$ cat src/rtl/lobm_pkg.sv
// Shared types and codes for the limit order book matcher.
`timescale 1ns / 1ps

package lobm_pkg;

	localparam int PRICE_W = 8;
	localparam int QTY_W   = 16;
	localparam int ID_W    = 32;
	localparam int KIND_W  = 3;

	localparam logic REQ_ADD    = 1'b0;
	localparam logic REQ_CANCEL = 1'b1;
	localparam logic SIDE_BUY   = 1'b0;
	localparam logic SIDE_SELL  = 1'b1;

	localparam logic [KIND_W-1:0] KIND_TRADE      = 3'd0;
	localparam logic [KIND_W-1:0] KIND_ADD_DONE   = 3'd1;
	localparam logic [KIND_W-1:0] KIND_ADD_REJECT = 3'd2;
	localparam logic [KIND_W-1:0] KIND_CANCELLED  = 3'd3;
	localparam logic [KIND_W-1:0] KIND_NOT_FOUND  = 3'd4;
	localparam logic [KIND_W-1:0] KIND_BOOK_FULL  = 3'd5;

	typedef struct packed {
		logic               req_type;
		logic               side;
		logic [PRICE_W-1:0] price;
		logic [QTY_W-1:0]   quantity;
		logic [ID_W-1:0]    order_id;
	} in_item_t;

	typedef struct packed {
		logic [KIND_W-1:0]  kind;
		logic [ID_W-1:0]    maker_id;
		logic [ID_W-1:0]    taker_id;
		logic [QTY_W-1:0]   exec_quantity;
		logic [PRICE_W-1:0] exec_price;
		logic               taker_side;
		logic [QTY_W-1:0]   remaining_quantity;
		logic [PRICE_W-1:0] best_bid;
		logic [PRICE_W-1:0] best_ask;
		logic               last;
	} out_item_t;

	typedef enum logic [1:0] {
		SCAN_FREE,
		SCAN_ID,
		SCAN_LEVEL
	} scan_mode_t;

endpackage

$ cat src/rtl/lobm_scan.sv
// Slot search unit: lowest matching slot and best bid/ask over all slots.
`timescale 1ns / 1ps

module lobm_scan #(
	parameter int N  = 32,
	parameter int SW = 5
) (
	input  lobm_pkg::scan_mode_t        mode,
	input  logic [lobm_pkg::ID_W-1:0]    key_id,
	input  logic                         key_side,
	input  logic [lobm_pkg::PRICE_W-1:0] key_price,
	input  logic                         valid [N],
	input  logic [lobm_pkg::ID_W-1:0]    ident [N],
	input  logic                         sside [N],
	input  logic [lobm_pkg::PRICE_W-1:0] sprice [N],
	output logic                         found,
	output logic [SW-1:0]                idx,
	output logic [lobm_pkg::PRICE_W-1:0] best_bid,
	output logic [lobm_pkg::PRICE_W-1:0] best_ask
);
	import lobm_pkg::*;

	localparam int NP = 1 << SW;

	logic               hit_t [2*NP];
	logic [SW-1:0]      idx_t [2*NP];
	logic [PRICE_W-1:0] bid_t [2*NP];
	logic [PRICE_W:0]   ask_t [2*NP];

	always_comb begin
		for (int i = 0; i < 2*NP; i++) begin
			hit_t[i] = 1'b0;
			idx_t[i] = '0;
			bid_t[i] = '0;
			ask_t[i] = '0;
		end
		for (int i = 0; i < N; i++) begin
			unique case (mode)
				SCAN_FREE:  hit_t[NP+i] = !valid[i];
				SCAN_ID:    hit_t[NP+i] = valid[i] && (ident[i] == key_id);
				SCAN_LEVEL: hit_t[NP+i] = valid[i] && (sside[i] == key_side)
					&& (sprice[i] == key_price);
				default:    hit_t[NP+i] = 1'b0;
			endcase
			idx_t[NP+i] = SW'(i);
			bid_t[NP+i] = (valid[i] && sside[i] == SIDE_BUY) ? sprice[i] : '0;
			// top bit marks a resting ask so that price 255 is not lost
			ask_t[NP+i] = (valid[i] && sside[i] == SIDE_SELL) ? {1'b1, ~sprice[i]} : '0;
		end
		// reduce pairwise; lower index wins ties
		for (int i = NP - 1; i >= 1; i--) begin
			hit_t[i] = hit_t[2*i] || hit_t[2*i+1];
			idx_t[i] = hit_t[2*i] ? idx_t[2*i] : idx_t[2*i+1];
			bid_t[i] = (bid_t[2*i] > bid_t[2*i+1]) ? bid_t[2*i] : bid_t[2*i+1];
			ask_t[i] = (ask_t[2*i] > ask_t[2*i+1]) ? ask_t[2*i] : ask_t[2*i+1];
		end
	end

	assign found    = hit_t[1];
	assign idx      = idx_t[1];
	assign best_bid = bid_t[1];
	assign best_ask = ask_t[1][PRICE_W] ? ~ask_t[1][PRICE_W-1:0] : '0;

endmodule

$ cat config.mk
export PLATFORM = sky130hd
export DESIGN_NAME = lobm_scan
export DESIGN_NICKNAME = d
export VERILOG_FILES = /design/src/rtl/lobm_pkg.sv /design/src/rtl/lobm_scan.sv
export SDC_FILE = /design/constraint.sdc
export NUM_CORES = 2
export LEC_CHECK = 0
export BUFFER_PORTS_ARGS = -buffer_cell sky130_fd_sc_hd__buf_2
export CORE_AREA = 2 2 546 548
export DETAILED_ROUTE_END_ITERATION = 10
export DIE_AREA = 0 0 548 550
export GPL_ROUTABILITY_DRIVEN = 0
export GPL_TIMING_DRIVEN = 0
export PLACE_DENSITY = 0.4
export SLEW_MARGIN = 20
export SYNTH_ARGS = -nofsm -noshare
export SYNTH_HDL_FRONTEND = slang
export SYNTH_SLANG_ARGS = --single-unit
$ cat constraint.sdc
create_clock -name vclk -period 14.3
set_clock_uncertainty 0.15 [all_clocks]
set_input_delay 0 -clock vclk [all_inputs]
set_output_delay 0 -clock vclk [all_outputs]
set_load 0.02 [all_outputs]
; Yosys cells after proc, flatten, opt, wreduce, memory -nomap -nowiden
; Index checks and enable logic that the tools add are counted.
[totals]
ff_bits = 0
input_bits = 1387
output_inout_bits = 22
word_cells = 639
[classes]
magnitude_cmp = 62
n_eq_ne = 98
n_mux = 190
bitwise_logic = 65
reduce_logical = 224
[op_table]
columns = operator, count
row1 = $eq A32 B32 Y1, 32
row2 = $mux W9, 63
row3 = $mux W8, 64
row4 = $gt A9 B9 Y1, 31
row5 = $not A8 Y8, 33
row6 = $eq A8 B8 Y1, 32
row7 = $gt A8 B8 Y1, 31
row8 = $logic_and A1 B1 Y1, 160
row9 = $pmux W1 S3, 32
row10 = $eq A1 B1 Y1, 32
row11 = $logic_not A1 Y1, 32
row12 = $not A1 Y1, 32
row13 = $logic_or A1 B1 Y1, 31
row14 = $mux W1, 16
row15 = $mux W2, 8
row16 = $mux W3, 4
row17 = $mux W4, 2
row18 = $mux W5, 1
row19 = $eq A2 B1 Y1 const B, 1
row20 = $eq A2 B2 Y1 const B, 1
row21 = $logic_not A2 Y1, 1

; Logic depth before layout (Yosys ltp)
[logic_depth]
depth_word = 14
depth_mapped = 55
mapped_depth_nobuf = 51

; Worst setup path before layout
; Ideal clock, no wire load.
[synth_timing]
path_kind = input to output
start = input sside[26] in the netlist's numbering
end = output best_ask[6] in the netlist's numbering
arrival_time_ns = 9.474
required_ns = 14.150
slack_ns = 4.676
stages = 52
n_path_buf = 2
cell_sequence = nand2_1 > nor2_1 > inv_1 > ha_1 > nand4_1 > o221ai_1 > nand3_1 > o2bb2ai_1 > a21oi_2 > mux2i_1 > inv_1 > ha_1 > nor2b_1 > o21ai_1 > a21oi_1 > a2111oi_0 > o21ai_1 > o21ai_2 > [16 not listed] > o21a_1 > o211ai_1 > nand2_1 > a21boi_0 > clkbuf_1 > mux2i_1 > ha_1 > nor2b_1 > o21a_1 > o21a_1 > o21ai_0 > nand2b_1 > a31oi_1 > a41oi_1 > nand2b_1 > clkbuf_1 > o22ai_1 > a2111oi_2
[synth_via]
elab_chain_cells = 14
[synth_lines]
columns = item, line
row1 = start: declaration, lobm_scan.sv:14  ; input logic sside [N],
row2 = $logic_and A1 B1 Y1 *, lobm_scan.sv:48  ; ask_t[NP+i] = (valid[i] && sside[i] == SIDE_SELL) ? {1'b1, ~sprice[i]} : '0;
row3 = $mux W9 *, lobm_scan.sv:48
row4 = $gt A9 B9 Y1, lobm_scan.sv:55  ; ask_t[i] = (ask_t[2*i] > ask_t[2*i+1]) ? ask_t[2*i] : ask_t[2*i+1];
row5 = $mux W9 *, lobm_scan.sv:55
row6 = $gt A9 B9 Y1, lobm_scan.sv:55
row7 = $mux W9 *, lobm_scan.sv:55
row8 = $gt A9 B9 Y1, lobm_scan.sv:55
row9 = $mux W9 *, lobm_scan.sv:55
row10 = $gt A9 B9 Y1, lobm_scan.sv:55
row11 = $mux W9 *, lobm_scan.sv:55
row12 = $gt A9 B9 Y1, lobm_scan.sv:55
row13 = $mux W9 *, lobm_scan.sv:55
row14 = $not A8 Y8, lobm_scan.sv:62  ; assign best_ask = ask_t[1][PRICE_W] ? ~ask_t[1][PRICE_W-1:0] : '0;
row15 = $mux W8 *, lobm_scan.sv:62
row16 = end: declaration, lobm_scan.sv:19  ; output logic [lobm_pkg::PRICE_W-1:0] best_ask
; Every way passes the cells marked *; elsewhere a longest branch is shown, timed or not.

; Final worst setup path
[layout_timing]
start = input valid[26] in the netlist's numbering
end = output best_ask[3] in the netlist's numbering
[layout_via]
elab_chain_cells = 14
[layout_lines]
columns = item, line
row1 = start: declaration, lobm_scan.sv:12  ; input logic valid [N],
row2 = $logic_and A1 B1 Y1 *, lobm_scan.sv:48
row3 = $mux W9 *, lobm_scan.sv:48
row4 = $gt A9 B9 Y1, lobm_scan.sv:55
row5 = $mux W9 *, lobm_scan.sv:55
row6 = $gt A9 B9 Y1, lobm_scan.sv:55
row7 = $mux W9 *, lobm_scan.sv:55
row8 = $gt A9 B9 Y1, lobm_scan.sv:55
row9 = $mux W9 *, lobm_scan.sv:55
row10 = $gt A9 B9 Y1, lobm_scan.sv:55
row11 = $mux W9 *, lobm_scan.sv:55
row12 = $gt A9 B9 Y1, lobm_scan.sv:55
row13 = $mux W9 *, lobm_scan.sv:55
row14 = $not A8 Y8, lobm_scan.sv:62
row15 = $mux W8 *, lobm_scan.sv:62
; Marked as above.

==> impl_metrics.py <==
metrics = {
    "routing": {
        "vias_per_cell": 4.247,
        "drc": 0,
        "drtAntennaViolNets": 0,
        "dr.pass1.iters": 5,
        "avgRoutedWirePerCell_um": 31.91,
        "first_iter_violations": 4514,
        "wl_um": 342400,
        "vias": 45570,
    },
    "pwr": {
        "powerDensity_nw_per_um2": 85.00,
        "p_int_mw": 1.635,
        "switchingPower_mw": 2.713,
        "swShare_pct": 62.40,
        "clockPowerShare_pct": 0,
        "power_mw": 4.348,
        "p_seq_share_pct": 0,
        "power_frac_comb_pct": 100.0,
        "p_leak_nw": 23.92,
        "peakVddDrop_mv": 0.1626,
    },
    "sta": {
        "drv_slew": 0,
        "fmax_mhz": 81.02,
        "relSlewSlack_pct": 16.95,
        "period_share_pct": 86.31,
        "fin_setup_tns_ns": 0,
        "tightest_slew_ns": 1.237,
        "worst_slack_ns": 1.958,
        "finalSetupViolCount": 0,
        "period_needed_ns": 12.34,
        "rsz0062_at_grt": "no",
        "finalHoldViolCount": 0,
    },
    "die": {
        "initial_utilization_pct": 12.97,
        "die_area_um2": 301400,
        "core_area_um2": 295500,
        "io_pins": 1409,
        "die_x_um": 548,
        "die_y_um": 550,
        "core.rowCount": 200,
    },
    "status": {
        "outcome": "completed",
    },
    "final_layout": {
        "nFillCells": 34400,
        "finalNetCount": 8456,
        "clkbuf_count": 0,
        "syn_to_final_growth_pct": 33.47,
        "drive_gt1_share_pct": 27.71,
        "regArea_um2": 0,
        "fin_util_pct": 17.31,
        "nFlopsAndLatches": 0,
    },
    "worst_hold_path": {
        "hold_start": "valid[0]",
        "worstHoldPathType": "primary input to output port",
        "hold_depth": 5,
        "whs_endpoint": "found",
    },
    "placed_design": {
        "hpwl_um": 297100,
        "dp_slack_ns": 1.530,
        "port_buffers": 1368,
    },
    "synthesis": {
        "yosys-top-cells-area": "xor2_1 (18%), ha_1 (17%), xnor2_1 (12%), mux2i_1 (9.3%), inv_1 (5.5%)",
        "synth_top_area_share_pct": 18.19,
        "synth_area_leader_cell": "xor2_1",
        "synth_area_um2": 38330,
        "netlist_top_cells_count": "xor2_1 (796), inv_1 (565), ha_1 (527), xnor2_1 (512), nand2_1 (377)",
        "ys_warn_count": 0,
        "ys_seq_area_share_pct": 0,
        "avgSynthCellArea_um2": 7.442,
        "synth_cells": 5150,
        "synth_cell_types": 79,
        "synth_most_common_cell": "xor2_1",
        "postSynthNetCount": 7064,
    },
    "worst_setup_path": {
        "worst-setup-path-type": "primary input to output port",
        "worstPathRequired_ns": 14.15,
        "crit_top_cell": "o21a_1",
        "cp.arrival_ns": 12.19,
        "path_max_fanout": 10,
        "slowest_delay_ns": 0.84,
        "endpoint_kind": "output port",
        "startpoint": "valid[26]",
        "cpMaxStageDelayCell": "mux2i_1",
        "startpoint_type": "primary input",
    },
    "global_routing": {
        "grt_overflow": 0,
        "grt_max_degree": 11,
        "grt_antenna_before_repair": 137,
        "grt_use_total_pct": 21.58,
        "grt_pass1_wl_um": 428300,
        "grt_pass1_vias": 44000,
    },
    "clock_network": {
        "cts_resized": 0,
        "post-cts-setup-buffers": 0,
        "ctsHoldBuffers": 0,
    },
    "flow_run": {
        "cap_viol_max_count": 0,
    },
}
[layout by cell type (no fill, tap or decap), types with 237 or more instances in the layout]
cell type,netlist,final
buf_2,75,1446
xor2_1,796,796
inv_1,565,565
ha_1,527,527
xnor2_1,512,511
nand2_1,377,377
mux2i_1,357,357
nor2_1,315,315
diode_2,0,252
nand4_1,237,237
[cell families (layout without fill, tap and decap cells)]
logic type,count (synthesis),in the layout,synth area share [%]
compound gates,556,556,9.823
xor+xnor,1308,1308,29.89
fa+ha+maj,527,527,17.20
buf+inv,808,2198,9.980
mux,507,507,14.30
other cells,0,252,0
simple gates,1444,1444,18.80
[cell type report]
| cell class | instances | area [µm²] | share of cell area, % |
|---|---|---|---|
| antenna | 252 | 630.6 | 1.233 |
| multi-input combinational | 4342 | 34710 | 67.84 |
| inverter | 565 | 2121 | 4.146 |
| buffer | 243 | 1712 | 3.346 |
| tap | 3939 | 4928 | 9.634 |
| timing repair buffer | 1390 | 7058 | 13.80 |
[power by group through the flow]
stage               combinational, mW  sequential, mW   clock, mW
floorplan                        2.69               0           0
global placement                 4.37               0           0
detailed placement               4.36               0           0
CTS                              4.38               0           0
global route                     4.68               0  0.00000213
finish                           4.35               0  0.00000206
[how the worst max path moves through the flow]
stage,depth (start not counted),to
floorplan,52,best_ask[6]
global placement,54,best_ask[6]
detailed placement,54,best_ask[6]
CTS,54,best_ask[6]
global route,54,best_ask[3]
finish,53,best_ask[3]
[per-stage QoR]
step           cells  area (µm²)  hold WS [ns]
4_1_cts        10480       50510        0.5439
5_1_grt        10700       51070        0.5757
6_report       10730       51160        0.5483
3_3_place_gp   10460       50100        0.5487
2_1_floorplan   5150       38330        0.1650
3_5_place_dp   10480       50510        0.5395
[routing by layer]
layer | GRT usage, % | share of wire (%) | up-vias
met5 | 0 | 0.24 | -
met1 | 25.88 | 40 | 21600
met4 | 13.11 | 6.8 | 49
li1 | - | - | 20720
met2 | 33.82 | 44 | 2632
met3 | 6.440 | 9.2 | 578
[critical path: cells and delay by family]
kind,cells,cell delay [ns]
compound gates,25,5.49
fa+ha+maj,5,1.48
buf+inv,8,1.76
mux,4,1.84
simple gates,11,1.60
No activity file was read; power rests on OpenSTA's default activity.
